===== config.mk =====
export PLATFORM = sky130hd
export DESIGN_NAME = fpc_ctrl
export DESIGN_NICKNAME = d
export VERILOG_FILES = /design/src/rtl/fpc_pkg.sv /design/src/rtl/fpc_ctrl.sv
export SDC_FILE = /design/constraint.sdc
export NUM_CORES = 1
export LEC_CHECK = 0
export BUFFER_PORTS_ARGS = -buffer_cell sky130_fd_sc_hd__buf_2
export CAP_MARGIN = 20
export CORE_MARGIN = 5
export CORE_UTILIZATION = 50
export DETAILED_ROUTE_END_ITERATION = 7
export MAX_ROUTING_LAYER = met4
export PLACE_DENSITY = 0.76
export SYNTH_ARGS = -nofsm -noshare
export SYNTH_HDL_FRONTEND = slang
export SYNTH_SLANG_ARGS = --single-unit
export TNS_END_PERCENT = 50

===== constraint.sdc =====
create_clock -name clk -period 2.3 [get_ports clk]
set_clock_uncertainty 0.15 [all_clocks]
set_input_delay 0.46 -clock clk [delete_from_list [all_inputs] [get_ports clk]]
set_output_delay 0.46 -clock clk [all_outputs]
set_load 0.03 [all_outputs]

===== src/rtl/fpc_pkg.sv =====
`default_nettype none

package fpc_pkg;

	localparam int NORMAL_FRAC_BITS = 14;

	localparam int CW      = 32;              // input coordinate width
	localparam int DW      = CW + 1;          // corner difference width
	localparam int PW      = 2 * DW;          // product width
	localparam int XW      = PW + 1;          // cross component width
	localparam int MW      = XW - 1;          // cross magnitude width
	localparam int NORM_W  = 31;              // normalized magnitude width
	localparam int SUMW    = 2 * NORM_W + 2;  // sum of squares width
	localparam int LENW    = SUMW / 2;        // square root width
	localparam int SQRT_STEPS = SUMW / 2;
	localparam int NW      = NORMAL_FRAC_BITS + 2;  // normal component width
	localparam int QB      = NORMAL_FRAC_BITS + 1;  // quotient bits
	localparam int NUMW    = NORM_W + NORMAL_FRAC_BITS + 1;
	localparam int ACCW    = NW + CW + 2;     // distance accumulator width
	localparam int DISTW   = 48;
	localparam int PIDXW   = 3;
	localparam int NCORNERS = 8;
	localparam int SLOTW   = 3;
	localparam int CNTW    = 6;

	localparam logic [PIDXW-1:0] PLANE_FAR = 3'd5;

	typedef enum logic [3:0] {
		OP_NOP,
		OP_CAPT,
		OP_DIFF,
		OP_CROSS,
		OP_MAG,
		OP_SHR,
		OP_SHL,
		OP_DEGEN,
		OP_SQ,
		OP_SQRT_INIT,
		OP_SQRT_STEP,
		OP_DIV_INIT,
		OP_DIV_STEP,
		OP_DIV_DONE,
		OP_DIST,
		OP_ROUND
	} fpc_op_t;

	typedef struct packed {
		fpc_op_t         op;
		logic [CNTW-1:0] idx;
		logic [1:0]      comp;
	} fpc_cmd_t;

	typedef struct packed {
		logic zero;
		logic high;
		logic low;
	} fpc_status_t;

	// Corners a, b, c of each plane, k selects a (0), b (1) or c (2).
	function automatic logic [SLOTW-1:0] plane_corner(input logic [PIDXW-1:0] p,
		input logic [1:0] k);
		logic [3*SLOTW-1:0] row;
		begin
			case (p)
				3'd0: row = {3'd4, 3'd3, 3'd0};
				3'd1: row = {3'd1, 3'd2, 3'd5};
				3'd2: row = {3'd0, 3'd1, 3'd4};
				3'd3: row = {3'd7, 3'd6, 3'd3};
				3'd4: row = {3'd3, 3'd2, 3'd1};
				3'd5: row = {3'd5, 3'd6, 3'd7};
				default: row = '0;
			endcase
			case (k)
				2'd0: plane_corner = row[SLOTW-1:0];
				2'd1: plane_corner = row[2*SLOTW-1:SLOTW];
				2'd2: plane_corner = row[3*SLOTW-1:2*SLOTW];
				default: plane_corner = '0;
			endcase
		end
	endfunction

	// Product order: u1*v2, u2*v1, u2*v0, u0*v2, u0*v1, u1*v0.
	function automatic logic [1:0] cross_u_sel(input logic [CNTW-1:0] k);
		begin
			case (k)
				6'd0: cross_u_sel = 2'd1;
				6'd1: cross_u_sel = 2'd2;
				6'd2: cross_u_sel = 2'd2;
				6'd3: cross_u_sel = 2'd0;
				6'd4: cross_u_sel = 2'd0;
				6'd5: cross_u_sel = 2'd1;
				default: cross_u_sel = 2'd0;
			endcase
		end
	endfunction

	function automatic logic [1:0] cross_v_sel(input logic [CNTW-1:0] k);
		begin
			case (k)
				6'd0: cross_v_sel = 2'd2;
				6'd1: cross_v_sel = 2'd1;
				6'd2: cross_v_sel = 2'd0;
				6'd3: cross_v_sel = 2'd2;
				6'd4: cross_v_sel = 2'd1;
				6'd5: cross_v_sel = 2'd0;
				default: cross_v_sel = 2'd0;
			endcase
		end
	endfunction

endpackage

`default_nettype wire


===== src/rtl/fpc_ctrl.sv =====
`default_nettype none

module fpc_ctrl
	import fpc_pkg::*;
(
	input  wire logic              clk,
	input  wire logic              arst_n,
	input  wire logic              corner_valid,
	output logic                   corner_stall,
	output logic [SLOTW-1:0]       wr_addr,
	output logic [SLOTW-1:0]       rd_addr,
	output fpc_cmd_t               cmd,
	input  wire fpc_status_t       status,
	input  wire logic              out_ready,
	output logic                   emit,
	output logic [PIDXW-1:0]       plane
);

	typedef enum logic [3:0] {
		S_LOAD, S_RD, S_DIFF, S_CROSS, S_MAG, S_NORM, S_SQ,
		S_SQRT, S_DIV, S_DIST, S_ROUND, S_EMIT
	} state_t;

	state_t            state_q;
	logic [CNTW-1:0]   cnt_q;
	logic [1:0]        comp_q;
	logic [PIDXW-1:0]  plane_q;
	logic [SLOTW-1:0]  slot_q;

	always_ff @(posedge clk or negedge arst_n) begin
		if (!arst_n) begin
			state_q <= S_LOAD;
			cnt_q   <= '0;
			comp_q  <= '0;
			plane_q <= '0;
			slot_q  <= '0;
		end else begin
			case (state_q)
				S_LOAD: begin
					if (corner_valid) begin
						slot_q <= slot_q + 1'b1;
						if (slot_q == SLOTW'(NCORNERS - 1)) begin
							state_q <= S_RD;
							cnt_q   <= '0;
							plane_q <= '0;
						end
					end
				end
				S_RD: begin
					if (cnt_q == CNTW'(3)) begin
						state_q <= S_DIFF;
						cnt_q   <= '0;
					end else begin
						cnt_q <= cnt_q + 1'b1;
					end
				end
				S_DIFF: begin
					state_q <= S_CROSS;
				end
				S_CROSS: begin
					if (cnt_q == CNTW'(6)) begin
						state_q <= S_MAG;
						cnt_q   <= '0;
					end else begin
						cnt_q <= cnt_q + 1'b1;
					end
				end
				S_MAG: begin
					state_q <= S_NORM;
				end
				S_NORM: begin
					if (status.zero) begin
						state_q <= S_EMIT;
					end else if (!status.high && !status.low) begin
						state_q <= S_SQ;
						cnt_q   <= '0;
					end
				end
				S_SQ: begin
					if (cnt_q == CNTW'(3)) begin
						state_q <= S_SQRT;
						cnt_q   <= '0;
					end else begin
						cnt_q <= cnt_q + 1'b1;
					end
				end
				S_SQRT: begin
					if (cnt_q == CNTW'(SQRT_STEPS)) begin
						state_q <= S_DIV;
						cnt_q   <= '0;
						comp_q  <= '0;
					end else begin
						cnt_q <= cnt_q + 1'b1;
					end
				end
				S_DIV: begin
					if (cnt_q == CNTW'(QB + 1)) begin
						cnt_q <= '0;
						if (comp_q == 2'd2) begin
							state_q <= S_DIST;
						end else begin
							comp_q <= comp_q + 1'b1;
						end
					end else begin
						cnt_q <= cnt_q + 1'b1;
					end
				end
				S_DIST: begin
					if (cnt_q == CNTW'(3)) begin
						state_q <= S_ROUND;
						cnt_q   <= '0;
					end else begin
						cnt_q <= cnt_q + 1'b1;
					end
				end
				S_ROUND: begin
					state_q <= S_EMIT;
				end
				S_EMIT: begin
					if (out_ready) begin
						cnt_q <= '0;
						if (plane_q == PLANE_FAR) begin
							state_q <= S_LOAD;
							plane_q <= '0;
						end else begin
							state_q <= S_RD;
							plane_q <= plane_q + 1'b1;
						end
					end
				end
				default: begin
					state_q <= S_LOAD;
				end
			endcase
		end
	end

	assign corner_stall = (state_q != S_LOAD);
	assign wr_addr      = slot_q;
	assign plane        = plane_q;
	assign emit         = (state_q == S_EMIT) && out_ready;
	assign rd_addr      = plane_corner(plane_q,
		(cnt_q < CNTW'(3)) ? cnt_q[1:0] : 2'd0);

	always_comb begin
		cmd.op   = OP_NOP;
		cmd.idx  = cnt_q;
		cmd.comp = comp_q;
		case (state_q)
			S_RD:    cmd.op = OP_CAPT;
			S_DIFF:  cmd.op = OP_DIFF;
			S_CROSS: cmd.op = OP_CROSS;
			S_MAG:   cmd.op = OP_MAG;
			S_NORM: begin
				if (status.zero) begin
					cmd.op = OP_DEGEN;
				end else if (status.high) begin
					cmd.op = OP_SHR;
				end else if (status.low) begin
					cmd.op = OP_SHL;
				end
			end
			S_SQ:    cmd.op = OP_SQ;
			S_SQRT:  cmd.op = (cnt_q == '0) ? OP_SQRT_INIT : OP_SQRT_STEP;
			S_DIV: begin
				if (cnt_q == '0) begin
					cmd.op = OP_DIV_INIT;
				end else if (cnt_q == CNTW'(QB + 1)) begin
					cmd.op = OP_DIV_DONE;
				end else begin
					cmd.op = OP_DIV_STEP;
				end
			end
			S_DIST:  cmd.op = OP_DIST;
			S_ROUND: cmd.op = OP_ROUND;
			default: cmd.op = OP_NOP;
		endcase
	end

endmodule

`default_nettype wire


### After elaboration in Yosys (flattened, before gate mapping)

Index checks and enable logic that the tools add are counted.
W data, S select, Z words.

* register bits: 18
* input bits: 7
* output and inout port bits: 23
* logic and storage cells: 109

* add/subtract/negate cells: 4
* magnitude comparators: 1
* equality and inequality tests: 38
* mux-type cells: 43
* reduce and logical (&&, ||, !) cells: 18

Operators with widths (count)
* $mux W6: 9
* $pmux W9 S6: 1
* $mux W4: 12
* $pmux W4 S12: 1
* $pmux W6 S7: 1
* $pmux W4 S10: 1
* $ne A2 B2 Y1 const B: 13
* $mux W3: 8
* $eq A4 B3 Y1 const B: 4
* $eq A4 B4 Y1 const B: 4
* $reduce_and A11 Y1: 1
* $mux W2: 5
* $eq A3 B3 Y1 const B: 3
* $pmux W3 S3: 1
* $eq A4 B2 Y1 const B: 2
* $reduce_and A4 Y1: 2
* $reduce_bool A7 Y1: 1
* $add A3 B1 Y3 const B: 2
* $add A6 B1 Y6 const B: 1
* $eq A3 B2 Y1 const B: 2
* $eq A6 B2 Y1 const B: 1
* $eq A6 B3 Y1 const B: 1
* $eq A6 B5 Y1 const B: 1
* $eq A6 B6 Y1 const B: 1
* other kinds (21): 26

### Longest topological paths before layout

* depth in word-level cells: 5
* gate-level depth with buffers: 8
* mapped depth without buffers: 7

### Worst setup path after synthesis

No wires, ideal clock.

* path type: register to output
* start: register cnt_q[1]
* end: output port cmd[8] (netlist bit)
* arrival time: 2.307 ns
* path slack: -0.617 ns
* cell stages (with the launch flop): 9
* path through: dfrtp_1 clkbuf_1 inv_1 ha_1 nor3b_1 nand2b_1 a21oi_1 nor2_1 o21ai_0

RTL lines
* start, declared: line fpc_ctrl.sv:25 `logic [CNTW-1:0] cnt_q;`
* start signal, assigned: line fpc_ctrl.sv:54 `cnt_q <= cnt_q + 1'b1;`
* start signal, assigned: line fpc_ctrl.sv:65 `cnt_q <= cnt_q + 1'b1;`
* start signal, assigned: line fpc_ctrl.sv:84 `cnt_q <= cnt_q + 1'b1;`
* end, declared: line fpc_ctrl.sv:12 `output fpc_cmd_t cmd,`

### Worst setup path in the final report

* start: register cnt_q[2]
* end: output port rd_addr[1]

* word-level cells in the longest chain between the ends: 4

RTL lines
* $lt A6 B2 Y1 (*): line fpc_ctrl.sv:143 `(cnt_q < CNTW'(3)) ? cnt_q[1:0] : 2'd0);`
* $mux W2 (*): line fpc_ctrl.sv:143
* $eq A2 B2 Y1, or another cell as far along: line fpc_pkg.sv:73 `case (k)`
* $pmux W3 S3 (*): line fpc_pkg.sv:73
* end, declared: line fpc_ctrl.sv:11 `output logic [SLOTW-1:0] rd_addr,`

Every way passes the cells marked *; elsewhere a longest branch is shown, timed or not.

==> summary by stage <==
Worst setup path
The critical path in this run is classified as reg2out. The delay of the slowest critical-path stage is 440 ps. The type of destination of the critical path is an output pin. The startpoint class of the critical path is a flop. On the critical path, the stage with the largest delay is an instance of dfrtp_2. Counting cells, the worst reg-to-reg path comes to 8. The largest driver fanout on the critical path is 3. The setup check on the worst reg-to-reg path leaves a slack of 0 ps. Together, buffers and inverters on the worst path number 1.

The arrival time of data at the critical path endpoint is 1940 ps. On the critical path the largest part of the delay comes from simple AND/OR/NAND/NOR gates. The worst register-to-register path begins at cnt_q[2]. The terminus of the critical flop-to-flop path is state_q[0].

The required arrival time at the worst endpoint is 1690 ps. The signal on the critical path passes through nor4_4, nand3_1, xnor2_1, a211oi_2, a221oi_2, buf_4.

Clock tree
TritonCTS built the clock tree. The number of clock sinks seen by CTS is 18. CTS built an H-tree with a depth of 1.

The maximum count of clock buffers along a single path is 2. The later-pin clock latency in the skew report is roughly 300 ps. After clock tree synthesis, the clock-pin slew on the worst setup and hold paths is 110 ps. The root buffer cell chosen for the clock tree is clkbuf_4. Buffers inserted during clock tree synthesis total 3.

Cells and area
The most frequent standard cell in the layout excluding fill and tap cells is buf_4. 0 antenna diodes ended up in the layout. The top cell types in the final layout, fill and taps aside, are buf_4 (30), nand2_1 (24), buf_2 (23), nor2_1 (16). After the last flow step, the layout net total stands at 261. The final standard cell area without fillers is about 2200 um2. The filler cells instantiated in the layout total ~240. At the end of the flow the core is filled with cells to 0.7127. From synthesis to final layout, the design area changed by 36.50%. The fraction of final layout cells sized beyond drive strength 1 is 0.4715.

STA
The worst-case hold slack is between 300 and 400 ps. The worst path setup slack after routing is -247.5 ps. The hold violation count in the final report is 0. The count of final max-slew check failures is 0. Setup repair after global routing could not meet its margin everywhere. The headroom to the max-slew limit is 0.6741.

The final critical-path share of the clock period is 1.108. The post-route minimum period is 2548 ps. The maximum clock frequency is 0.3925 GHz.

At the pin with the least slew margin, the transition time is 486.7 ps. Setup violations remaining at the end of the flow were counted as 9.

Yosys
Counting every net in the synthesized netlist gives 206. The share of the Yosys chip area taken by registers is 0.2826. In the synthesized netlist the async set-or-reset flop fraction comes to 1.000. The synthesized area is 1594 um2. The top flip-flop cell by instance count after synthesis is dfrtp_1.

The number of different library cells in the post-synthesis netlist is 49. Counting flops with a built-in enable in the synthesized netlist gives 0. During synthesis, Yosys emitted a total of 0 warnings. The register bit count reported by yosys is 18. A synthesized cell averages 8.302 um2. The number of standard cells after synthesis is 192.

Die
The die covers 4417 um2. The standard cell core area is ~3100 um2. The vertical die dimension is 66.46 um. The initial standard-cell utilization of the core is 0.5221. The die is between 60 and 70 um wide.

The number of ports placed on the die boundary is 30. The number of cell rows is 20.

GRT
The number of global-route vias before repair is 1551. The number of antenna violations at the first check in global routing is 0. The overall overflow remaining after global route is 0. Entering global routing, the biggest net connects 19 pins. The first global-routing pass estimated 6817 um of wire. In the global route stage, overall resource usage came out at 0.1996.

Detailed routing
The count of nets left with antenna violations after detail routing is 0. The via count is 1602. After detailed routing, the average wire length per cell comes to 14.47 um. The via count normalized by instance count is 5.524. The post-detailed-routing wire length is 4197 um. For this run, design rule violations remaining after detail routing come to 0. The first-pass detailed-route iteration total is 4. For this block, the initial DRC count from the detailed router was 83.

Worst hold path
The hold path endpoint is wr_addr[0]. The worst hold path passes through 3 cells. In this run the worst hold path is classified as in2reg. The startpoint identified for the worst hold timing path is corner_valid.

Place
The pre-CTS worst setup slack is approximately 39 ps. Detailed placement ended at an HPWL of 2914 um. Buffers placed on the I/O ports in this run total 29. Routability-driven placement finished with a final weighted congestion of 0.9269. After detailed placement, the total cell area comes to 1888 um2.

Run status
The final reports fail on negative setup slack. The run finished, with violations left.

Flow run
The total of max-cap violations is 0.
==> synth_stat cells (all sizes together) (4+ instances only) <==
library cell	number	area share
buf	5	0.031
and2	4	0.016
mux2	8	0.064
nor2	16	0.038
a21oi	10	0.031
ha	7	0.055
o22ai	4	0.016
nand2	27	0.064
clkbuf	6	0.020
nand2b	4	0.016
nor2b	4	0.016
nand3	4	0.013
dfrtp	18	0.28
inv	13	0.031
o21ai	15	0.047
==> through the flow <==
step	std cells	setup TNS (ps)
floorplan	192	-194.4
global placement	273	0
detailed placement	273	0
CTS	284	-768.5
global route	290	-2155
finish	290	-1265
==> cells by family after synthesis <==
| family | Yosys count | synth area share |
|---|---|---|
| fa+ha+maj | 7 | 0.05494 |
| flops | 18 | 0.2826 |
| simple gates | 77 | 0.2614 |
| compound gates | 52 | 0.2206 |
| xor+xnor | 4 | 0.02198 |
| buf+inv | 24 | 0.08241 |
| mux | 10 | 0.07613 |
==> how the worst max path moves through the flow <==
stage,end,from,cells past startpoint
after CTS,rd_addr[1],cnt_q[4],6
final,rd_addr[1],cnt_q[2],6
after detailed placement,rd_addr[1],cnt_q[4],5
after global placement,state_q[0],state_q[2],6
after floorplan,cmd[8],cnt_q[1],8
after global routing,rd_addr[1],cnt_q[2],6
==> area by class of cell <==
| type | count | area [um2] | share of cell area |
|---|---|---|---|
| tap | 44 | 55.05 | 0.02530 |
| inverter | 13 | 48.80 | 0.02243 |
| clock buffer | 4 | 36.28 | 0.01668 |
| timing repair buffer | 61 | 429.2 | 0.1972 |
| sequential | 18 | 464.2 | 0.2133 |
| multi-input combinational | 150 | 1142 | 0.5250 |
==> worst min-delay path, stage by stage <==
cell and delay, ps:
buf_2 110, nand2_1 130, xnor2_1 80
==> flip-flops by register name, indices dropped and copies added, names as in the netlist <==
| register | cells |
|---|---|
| state_q | 4 |
| wr_addr | 3 |
| comp_q | 2 |
| plane | 3 |
| cnt_q | 6 |
==> repair_timing <==
action	CTS	global route
setup buffers	6	6
pin swaps	7	7
setup endpoints to repair	9	12
hold buffers	1	0
endpoints found under the hold margin	18	0
gates cloned	0	0
gates resized for setup	26	19
==> metal layers <==
layer / GRT usage / vias to the layer above / routed length [um] / part of all wire
met4: 0.04061 / 0 / 72 / 0.017
met1: 0.2433 / 749 / 1819 / 0.43
met2: 0.3408 / 52 / 2091 / 0.50
met5: - / - / 0 / 0
met3: 0.04216 / 12 / 214 / 0.051
li1: - / 789 / - / -
Power is not shown: default switching activity piles up to over one toggle a cycle in this logic, so the estimate is an artifact.
