<file path="src/rtl/fpc_ram.sv">
`default_nettype none

module fpc_ram #(
	parameter int WIDTH = 8,
	parameter int DEPTH = 8
) (
	input  wire logic                     clk,
	input  wire logic                     we,
	input  wire logic [$clog2(DEPTH)-1:0] waddr,
	input  wire logic [WIDTH-1:0]         wdata,
	input  wire logic [$clog2(DEPTH)-1:0] raddr,
	output logic      [WIDTH-1:0]         rdata
);

	logic [WIDTH-1:0] mem_q [DEPTH];

	always_ff @(posedge clk) begin
		if (we) begin
			mem_q[waddr] <= wdata;
		end
		rdata <= mem_q[raddr];
	end

endmodule

`default_nettype wire

</file>
<file path="config.mk">
export PLATFORM = sky130hd
export DESIGN_NAME = fpc_ram
export DESIGN_NICKNAME = d
export VERILOG_FILES = /design/src/rtl/fpc_ram.sv
export SDC_FILE = /design/constraint.sdc
export NUM_CORES = 1
export LEC_CHECK = 0
export ABC_AREA = 1
export BUFFER_PORTS_ARGS = -buffer_cell sky130_fd_sc_hd__clkbuf_2
export CORE_MARGIN = 2
export CORE_UTILIZATION = 35
export DETAILED_ROUTE_END_ITERATION = 10
export HOLD_SLACK_MARGIN = 0.1
export MAX_ROUTING_LAYER = met4
export PLACE_DENSITY = 0.55
export REMOVE_ABC_BUFFERS = 1
export SETUP_SLACK_MARGIN = 0.1
export SLEW_MARGIN = 20
export SYNTH_ARGS = -nofsm -noshare
export SYNTH_HDL_FRONTEND = slang
export SYNTH_SLANG_ARGS = --single-unit
export TNS_END_PERCENT = 30
</file>
<file path="constraint.sdc">
create_clock -name clk -period 1.6 [get_ports clk]
set_clock_uncertainty 0.15 [all_clocks]
set_input_delay 0.32 -clock clk [delete_from_list [all_inputs] [get_ports clk]]
set_output_delay 0.32 -clock clk [all_outputs]
set_load 0.05 [all_outputs]
</file>
* Word level (Yosys, flattened, before mapping)
Memories as Yosys holds them, arrays and structs flattened. A register that Yosys moved wholly into a read port is not among the register bits.
Index checks and enable logic that the tools add are counted.
Widths: inputs -> output; s select.
** Word-level totals
- Register bits after elaboration :: 0
- RAM bits :: 64
- Input bits :: 16
- Output and inout bits :: 8
- Logic and storage cells :: 3
- Memories kept :: 1
** Operators by class
- Mux-type cells :: 2
** Memories
- mem_q :: words 8, width 8, rd ports 1, clocked after memory_dff 1, wr ports 1, line 15 : logic [WIDTH-1:0] mem_q [DEPTH];
** Operator list (number)
- $mux 1 :: 2

* Longest topological paths before layout
Gate-level depths: netlist of the first run.
- Depth in word-level cells :: 2
- Depth in mapped cells :: 8

* Worst setup path after synthesis of the first run
No wires, ideal clock.
- Kind :: input to register
- Start :: input port waddr[0]
- End :: memory mem_q[0][0] (enable)
- Library setup time :: 370 ps
- Arrival :: 825 ps
- Required time :: 1080 ps
- Slack :: 255 ps
- Cell stages on the path :: 3
- Buffers on the path :: 0
- Path through :: inv_1 > nand2_1 > nor2_1
** RTL lines
- start, declared :: line 9 : input wire logic [$clog2(DEPTH)-1:0] waddr,
- end, declared :: line 15
Straight into the memory's write port.

* Final worst setup path of the first run
- Start :: register rdata[2] (read register of mem_q)
- End :: output port rdata[2]
** RTL lines
- start, declared :: line 12 : output logic [WIDTH-1:0] rdata
No word-level cell between the ends.

==> out/results.txt, run 1 <==
Status -> completed
Max Cap Violations -> 0
Height of the die -> 97.4 µm
Die Area -> 0.00948 mm²
WL final -> 5880 µm
DRC viols -> 0
RSZ-0062 raised after global routing -> no
Family with the most delay on the worst path -> flip-flops
Die W -> 97.4 µm
Skew-Pair Late Insertion Delay -> 0.35 ns
Vias in the first global route -> 1946
Clk pin slew, worst setup/hold paths -> 0.07 ns
Critical Path RT -> 1.13 ns
PwrDens -> 1140 mW/mm²
Max Clk Rate -> 712 MHz
Routed len/inst -> 13.0 µm
Filler Cells Inserted -> 846
Fin nets -> 356
Post-CTS Resized -> 0
WHS Path Cells -> 1
Area occupied by multi-input gates -> 603 µm²
Register area -> 0.00208 mm²
FF+latch count, synth -> 72
CP Launch Type -> flop
CTS Buffer Depth -> 2
Root Driver -> clkbuf_8
Yosys warnings -> 0
Fin crit share -> 87.8%
Crit path max fanout -> 1
Final Max Slew Viols -> 0
Slowest-stage cell, CP -> dfxtp_1
GRT Overall Usage -> 14.0%
Synth top area cells -> edfxtp_1 63%, nand2_1 14%, inv_1 8.4%, dfxtp_1 5.3%, nand3_1 5.3%
# diodes -> 0
VDD IR max -> 0.000536 V
Core area -> 0.00859 mm²
GRT Residual Overflow -> 0
Fin util -> 41.2%
Hold WS -> 0.109 ns
Largest stage delay, worst path -> 0.33 ns
CTS tree -> yes
P_leak -> 0.00167 µW
CP Data Arrival Time -> 0.93 ns
Worst-Margin Slew -> 0.367 ns
# H-tree levels -> 3
Final setup vio count -> 0
# hold bufs at CTS -> 2
Worst hold start -> wdata[7]
Slew headroom -> 75.5%
RePlAce Congestion -> 0.703
Setup_tns -> 0 ns
Antenna violations before repair -> 0
CP Buf/Inv Count -> 1
Synth cell types -> 11
Area grow syn2layout -> 16.1%
Hold WC Path Type -> in2reg
DR vias -> 1949
CP startpoint -> rdata[2]
# port buffers -> 23
Vias per cell -> 4.30
CTS Buf Count -> 9
Share of layout cells above drive strength 1 -> 15.1%
Synth area leader -> edfxtp_1
Initial Util -> 35.5%
Fin. Hold Viols -> 0
TritonRoute pass-1 iters -> 4
Std cell rows -> 34
Setup crit end kind -> output port
Dpl hpwl -> 3510 µm
Drt initial violations -> 91
Reg2Reg Depth -> 6
Largest net degree at the start of global routing -> 33
Critical path class -> reg2out
Mapped cell area -> 0.00305 mm²
Gate Count Post-Synth -> 303
CTS Sinks -> 72
Yosys top cell area share -> 63.0%
Min Tclk post-route -> 1.40 ns
I/O pins -> 24
Worst R2R Start -> mem_q[3][2]
CP Cell Sequence -> clkbuf_2
First-pass GRT wire length -> 9580 µm
Synth Area per Inst -> 10.1 µm²
Post-Place Cell Area -> 0.00330 mm²
Design area -> 0.00354 mm²
Routed Antenna Nets -> 0
# Post-CTS Setup Buffers -> 0
Register area share after synthesis -> 68.3%
Crit path depth -> 1
[final timing paths]
kind | slack (ns) | to
max | 0.20 | rdata[2]
min | 0.11 | mem_q[1][7]
max reg2reg | 0.62 | rdata[2]
min reg2reg | 0.48 | rdata[0]
[flip-flops by register name (all words and copies together), names as in the netlist]
name / cells
mem_q: 64
rdata: 8
[cell families (layout without fill, tap and decap cells)]
logic type	Yosys count	in the layout	share of synthesized area (%)
buffers and inverters	81	123	12.0
DFF	72	72	68.3
and+or+nand+nor	150	150	19.8
[cell usage in the layout (no fill, tap or decap), drive strengths merged]
cell type,count
bufinv,2
clkinv,2
clkinvlp,1
dfxtp,8
nor2,8
nand3,32
clkbuf,32
nand2,110
inv,72
dlygate4sd3,2
buf,12
edfxtp,64
[per-stage QoR]
stage / setup WS, ns / total power, µW / std cells
finish: 0.195 / 4050 / 453
global route: 0.133 / 4200 / 453
CTS: 0.167 / 4090 / 453
detailed placement: 0.227 / 2530 / 435
global placement: 0.236 / 2520 / 435
floorplan: 0.255 / 2380 / 292
[synthesized netlist by cell type]
master    count
nand3_1      32
dfxtp_1       8
buf_6         6
nor2_1        8
inv_1        68
inv_2         1
edfxtp_1     64
buf_2         2
nand2_1     110
inv_4         1
buf_4         3
[layer usage]
layer  track usage (%)  up-vias  wire, µm
met5                 -        -         0
met4              4.17        0        74
met3              4.89       10       291
met2              23.4       31      2930
met1              16.0      902      2580
li1                  -     1006         -
[cell type report]
class                      instances  share of cell area (%)
clock buffer                       9                    3.50
clock inverter                     7                    2.65
inverter                          70                    7.49
multi-input combinational        150                    17.0
sequential                        72                    58.8
tap                              108                    3.82
timing repair buffer              37                    6.71
[where the power goes]
part	switching (µW)	total, µW	internal, µW
Clock	688	1570	880
Sequential	16.6	2140	2120
Combinational	246	345	98.6
No activity file was read; power rests on OpenSTA's default activity.
==> run 2, diff against run 1 <==
--- a/config.mk
+++ b/config.mk
@@ -13,5 +13,5 @@
 export HOLD_SLACK_MARGIN = 0.1
 export MAX_ROUTING_LAYER = met4
-export PLACE_DENSITY = 0.55
+export PLACE_DENSITY = 0.57
 export REMOVE_ABC_BUFFERS = 1
 export SETUP_SLACK_MARGIN = 0.1
==> constraint.sdc (replaced) <==
create_clock -name clk -period 1.18 [get_ports clk]
set_clock_uncertainty 0.15 [all_clocks]
set_input_delay 0.118 -clock clk [delete_from_list [all_inputs] [get_ports clk]]
set_output_delay 0.118 -clock clk [all_outputs]
set_load 0.05 [all_outputs]
==> run 2 against run 1 <==
  * Routed wire length decreased by 0.17%
  * Sequential share of layout area decreased by 2.5 points
  * Non-clock buffer count grew 10
  * Largest cell class unchanged
==> out/results.txt, run 2 (synthesis gave the netlist of run 1 again) <==
Max reg flops -> 64 (unchanged)
Initial Util -> 35.5% (unchanged)
Skew-Pair Late Insertion Delay -> 0.34 ns (about the same)
Slew headroom -> 77.9% (+2.4 points)
Slowest-stage cell, CP -> dfxtp_1
CTS Buf Count -> 9 (unchanged)
Fin crit share -> 93.7%
Std cell rows -> 34 (unchanged)
# hold bufs at CTS -> 9 (+7)
Setup_tns -> 0 ns (unchanged)
Drt initial violations -> 96 (+5.5%)
Register area -> 0.00208 mm² (+0.12%)
Critical path class -> reg2out
Vias in the first global route -> 1959 (+0.67%)
Antenna violations before repair -> 0 (unchanged)
Regs by FF count -> mem_q: 64 flops, rdata: 8 flops
Routed len/inst -> 12.7 µm (-2.3%)
Status -> completed
Switching share of total power -> 24.0% (+0.56 points)
CTS Sinks -> 72 (unchanged)
Final setup vio count -> 0 (unchanged)
Worst-Margin Slew -> 0.332 ns (-0.0349 ns)
Die W -> 97.4 µm (unchanged)
DRC viols -> 0 (unchanged)
Worst hold start -> raddr[2]
Post-Place Cell Area -> 0.00333 mm² (+0.91%)
CTS tree -> yes
Die Area -> 0.00948 mm² (unchanged)
Share of layout cells above drive strength 1 -> 17.7% (+2.7 points)
Setup WS post-layout -> 0.0745 ns (-0.121 ns)
CP Launch Type -> flop
CP Cell Sequence -> clkbuf_8
P_leak -> 0.00171 µW (+2.7%)
Clk pin slew, worst setup/hold paths -> 0.08 ns (about the same)
Fin nets -> 366 (+2.8%)
# port buffers -> 23 (unchanged)
Clock share of power -> 35.3% (-3.4 points)
Critical Path RT -> 0.91 ns (-0.22 ns)
Area grow syn2layout -> 21.3%
Pre-CTS setup slack -> 0.0122 ns (-0.215 ns)
Design area -> 0.00370 mm² (+4.5%)
Crit path max fanout -> 1 (unchanged)
Gate power share -> 10.1% (+1.6 points)
Root Driver -> clkbuf_8
Reg2Reg Depth -> 6 (unchanged)
Commonest non-fill, non-tap cell in the layout -> nand2_1
Dpl hpwl -> 3760 µm (+6.9%)
First-pass GRT wire length -> 9920 µm (+3.6%)
Setup crit end kind -> output port
Vias per cell -> 4.30 (-0.15%)
Worst R2R Start -> mem_q[0][1]
Filler Cells Inserted -> 855 (+1.1%)
Max Cap Violations -> 0 (unchanged)
Hold WC Path Type -> in2reg
VDD IR max -> 0.000900 V (+68%)
Net Switching -> 1280 µW (+35%)
TritonRoute pass-1 iters -> 4 (unchanged)
I/O pins -> 24 (unchanged)
Top reg by flops -> mem_q
Routed Antenna Nets -> 0 (unchanged)
RSZ-0062 raised after global routing -> yes
Area occupied by multi-input gates -> 616 µm² (+2.1%)
Int Pwr -> 4040 µW (+31%)
CP Buf/Inv Count -> 1 (unchanged)
Core area -> 0.00859 mm² (unchanged)
PwrDens -> 1440 mW/mm² (+26%)
Min Tclk post-route -> 1.11 ns
Largest net degree at the start of global routing -> 33 (unchanged)
Most frequent cells in the layout -> 109 x nand2_1, 67 x inv_1, 64 x edfxtp_1
# H-tree levels -> 3 (unchanged)
GRT Residual Overflow -> 0 (unchanged)
Max Clk Rate -> 905 MHz
DR vias -> 1989 (+2.1%)
Fin util -> 43.1% (+1.8 points)
CP Data Arrival Time -> 0.84 ns (-0.09 ns)
# diodes -> 0 (unchanged)
Fin. Hold Viols -> 0 (unchanged)
CP startpoint -> rdata[0]
Largest stage delay, worst path -> 0.32 ns (about the same)
Final Max Slew Viols -> 0 (unchanged)
Crit path depth -> 1 (unchanged)
Height of the die -> 97.4 µm (unchanged)
GRT Overall Usage -> 14.3% (+0.29 points)
RePlAce Congestion -> 0.842 (+20%)
WHS Path Cells -> 4 (+3)
WL final -> 5870 µm (-0.17%)
Family with the most delay on the worst path -> flip-flops
CTS Buffer Depth -> 2 (unchanged)
Reg power frac -> 54.5% (+1.7 points)
## run 2: worst paths after layout
| check | end | slack [ns] |
|---|---|---|
| hold / removal | rdata[4] | 0.07 |
| setup / recovery | rdata[0] | 0.07 |
| hold reg to reg | rdata[4] | 0.48 |
| setup reg to reg | rdata[1] | 0.19 |
## run 2: layout make-up
type / count / area share [%]
clock buffers: 9 / 3.35
clock inverters: 7 / 1.96
inverters: 70 / 7.27
multi-input cells: 150 / 16.6
flip-flops and latches: 72 / 56.3
well taps: 108 / 3.65
repair buffers: 47 / 10.8
## run 2: power groups by stage
| stage | clock, µW | sequential, µW | combinational (µW) |
|---|---|---|---|
| 2_1_floorplan | 0 | 3050 | 175 |
| 3_5_place_dp | 0 | 2960 | 476 |
| 4_1_cts | 1940 | 2900 | 544 |
| 6_report | 1880 | 2900 | 540 |
| 5_1_grt | 2050 | 2910 | 603 |
| 3_3_place_gp | 0 | 2950 | 472 |
## run 2: repair_timing
item,in CTS,in global routing
gates resized for setup,18,5
buffers inserted,0,0
gates cloned,0,0
hold endpoints to repair,72,4
endpoints found under the setup margin,8,16
pin swaps,0,1
## run 2: through the flow
stage / cells / power (µW) / hold slack (ns)
floorplan: 292 / 3230 / 0.0669
global placement: 439 / 3430 / 0.267
detailed placement: 439 / 3430 / 0.266
CTS: 464 / 5390 / 0.154
global route: 463 / 5570 / 0.0747
finish: 463 / 5320 / 0.0662
## run 2: routing by layer
metal / wire length [µm] / track usage [%]
met3: 315 / 4.68
met2: 2740 / 22.2
met4: 80 / 4.81
met5: 0 / -
met1: 2730 / 17.8
## run 2: worst register-to-register path, delay by kind of cell, from the launching register on
kind	cells	cell delay (ns)
buffers and inverters	1	0.08
flip-flops	1	0.36
AND/OR/NAND/NOR	5	0.31
==> run 3, diff against run 2 <==
BUFFER_PORTS_ARGS = default   (was -buffer_cell sky130_fd_sc_hd__clkbuf_2)
DONT_BUFFER_PORTS = 1   (was default)
PLACE_DENSITY = 0.55   (was 0.57)
==> run 3 against run 2 <==
  * The flow now finishes with violations (negative hold slack)
  * Clock power barely moved
  * Worst hold slack got worse by 0.32 ns
  * Via count fell by 4.0%
  * Total power fell by 1.4%
  * Global-route usage fell by 0.62 points
  * Critical path depth did not move
  * Combinational power fell by 16%
  * Largest cell class unchanged
==> out/results.txt, run 3 (synthesis gave the netlist of run 1 again) <==
Setup crit end kind -> output port
VDD IR max -> 0.000665 V (-26%)
Min Tclk post-route -> 1.08 ns (-0.0233 ns)
CTS Buf Count -> 9 (unchanged)
Root Driver -> clkbuf_8
Most frequent cells in the layout -> 107 x nand2_1, 68 x inv_1, 64 x edfxtp_1
RSZ-0062 raised after global routing -> yes
Clk pin slew, worst setup/hold paths -> 0.07 ns (about the same)
GRT Residual Overflow -> 0 (unchanged)
DRC viols -> 0 (unchanged)
Drt initial violations -> 103 (+7.3%)
# diodes -> 0 (unchanged)
CP Buf/Inv Count -> 1 (unchanged)
# H-tree levels -> 3 (unchanged)
Largest net degree at the start of global routing -> 34 (+3.0%)
Vias per cell -> 4.33 (+0.77%)
I/O pins -> 24 (unchanged)
Max Cap Violations -> 0 (unchanged)
# port buffers -> 0 (-100%)
Share of layout cells above drive strength 1 -> 13.2% (-4.5 points)
TritonRoute pass-1 iters -> 4 (unchanged)
Area grow syn2layout -> 16.1%
CTS Sinks -> 72 (unchanged)
First-pass GRT wire length -> 9470 µm (-4.5%)
P_leak -> 0.00162 µW (-5.3%)
Initial Util -> 35.5% (unchanged)
GR Layer Usage met2 -> 20.5% (-1.7 points)
RePlAce Congestion -> 0.769 (-8.6%)
Crit path max fanout -> 1 (unchanged)
Largest stage delay, worst path -> 0.33 ns (about the same)
Slowest-stage cell, CP -> dfxtp_2
PwrDens -> 1480 mW/mm² (+3.0%)
CTS Buffer Depth -> 2 (unchanged)
Setup WS post-layout -> 0.0978 ns (+0.0233 ns)
Critical Path RT -> 0.91 ns (about the same)
CP Cell Sequence -> buf_6
CTS tree -> yes
Height of the die -> 97.4 µm (unchanged)
Fin crit share -> 91.7% (-2.0 points)
Area occupied by multi-input gates -> 616 µm² (unchanged)
Fin nets -> 344 (-6.0%)
Regs by FF count -> mem_q: 64 flops, rdata: 8 flops
Antenna violations before repair -> 0 (unchanged)
Final setup vio count -> 0 (unchanged)
# Post-CTS Setup Buffers -> 0 (unchanged)
Max Clk Rate -> 924 MHz (+2.2%)
Hold WS -> -0.254 ns (-0.320 ns)
CP Launch Type -> flop
GRT Overall Usage -> 13.7% (-0.62 points)
Worst-Margin Slew -> 0.374 ns (+0.0424 ns)
Routed len/inst -> 13.1 µm (+3.1%)
Dpl hpwl -> 3450 µm (-8.2%)
Core area -> 0.00859 mm² (unchanged)
Status -> finished, violations left
Commonest non-fill, non-tap cell in the layout -> nand2_1
Design area -> 0.00354 mm² (-4.3%)
Pre-CTS setup slack -> 0.148 ns (+0.136 ns)
Busiest grt layer -> met2
Routed Antenna Nets -> 0 (unchanged)
Post-Place Cell Area -> 0.00321 mm² (-3.6%)
Critical path class -> reg2out
Register area -> 0.00209 mm² (+0.36%)
Final Max Slew Viols -> 0 (unchanged)
CP Data Arrival Time -> 0.81 ns (-0.03 ns)
Met3 Track Usage GR -> 2.52% (-2.2 points)
Slew headroom -> 75.0% (-2.9 points)
Met1 Track Usage GR -> 17.7% (-0.091 points)
Vias in the first global route -> 1885 (-3.8%)
Std cell rows -> 34 (unchanged)
Family with the most delay on the worst path -> flip-flops
Die W -> 97.4 µm (unchanged)
Failing checks -> negative hold slack
Fin. Hold Viols -> 8 (+8)
Hold WC Path Type -> in2reg
Max reg flops -> 64 (unchanged)
Skew-Pair Late Insertion Delay -> 0.34 ns (about the same)
# hold bufs at CTS -> 8 (-1)
Top reg by flops -> mem_q
Filler Cells Inserted -> 845 (-1.2%)
Setup_tns -> 0 ns (unchanged)
WL final -> 5760 µm (-1.8%)
DR vias -> 1909 (-4.0%)
Die Area -> 0.00948 mm² (unchanged)
[run 3: changes by cell type in the layout (fill, tap and decap cells not counted), sizes merged]
| cell | delta |
|---|---|
| inv | +1 |
| clkinvlp | -6 |
| clkbuf | -19 |
| clkinv | +2 |
[run 3: through the flow]
step,std cells,util (%),power [µW]
finish,441,41.2,5250
global route,441,41.2,5440
detailed placement,417,37.4,3340
global placement,417,37.4,3340
CTS,441,41.0,5300
floorplan,292,-,3230
[run 3: layout make-up]
class	instances	share of cell area, %
inverter	70	7.49
clock inverter	4	1.24
clock buffer	12	4.10
sequential	72	59.1
tap	108	3.81
timing repair buffer	25	6.92
multi-input combinational	150	17.4
[run 3: timing repair]
action                     4_1_cts  5_1_grt
hold endpoints to repair       134       19
setup endpoints to repair        8       11
resized for setup               13        9
pin swaps                        0        1
[run 3: where the power goes]
| group | internal [µW] | switching, µW | total [µW] |
|---|---|---|---|
| sequential | 2880 | 29.1 | 2910 |
| clock | 1020 | 861 | 1880 |
| combinational | 164 | 292 | 456 |
| total | 4070 | 1180 | 5250 |
[run 3: final timing paths]
path / from / to / slack [ns] / cells after the start
min reg2reg: mem_q[4][6] / rdata[6] / 0.49 / 6
max: rdata[0] / rdata[0] / 0.1 / 1
max reg2reg: mem_q[2][6] / rdata[6] / 0.19 / 6
min: raddr[2] / rdata[1] / -0.25 / 2
[run 3: per-layer routing]
layer,share of wire (%),wire length (µm),vias up
met3,5.5,317,11
met4,2.4,140,0
met5,0,0,-
met1,47,2700,875
met2,45,2600,41
li1,-,-,982
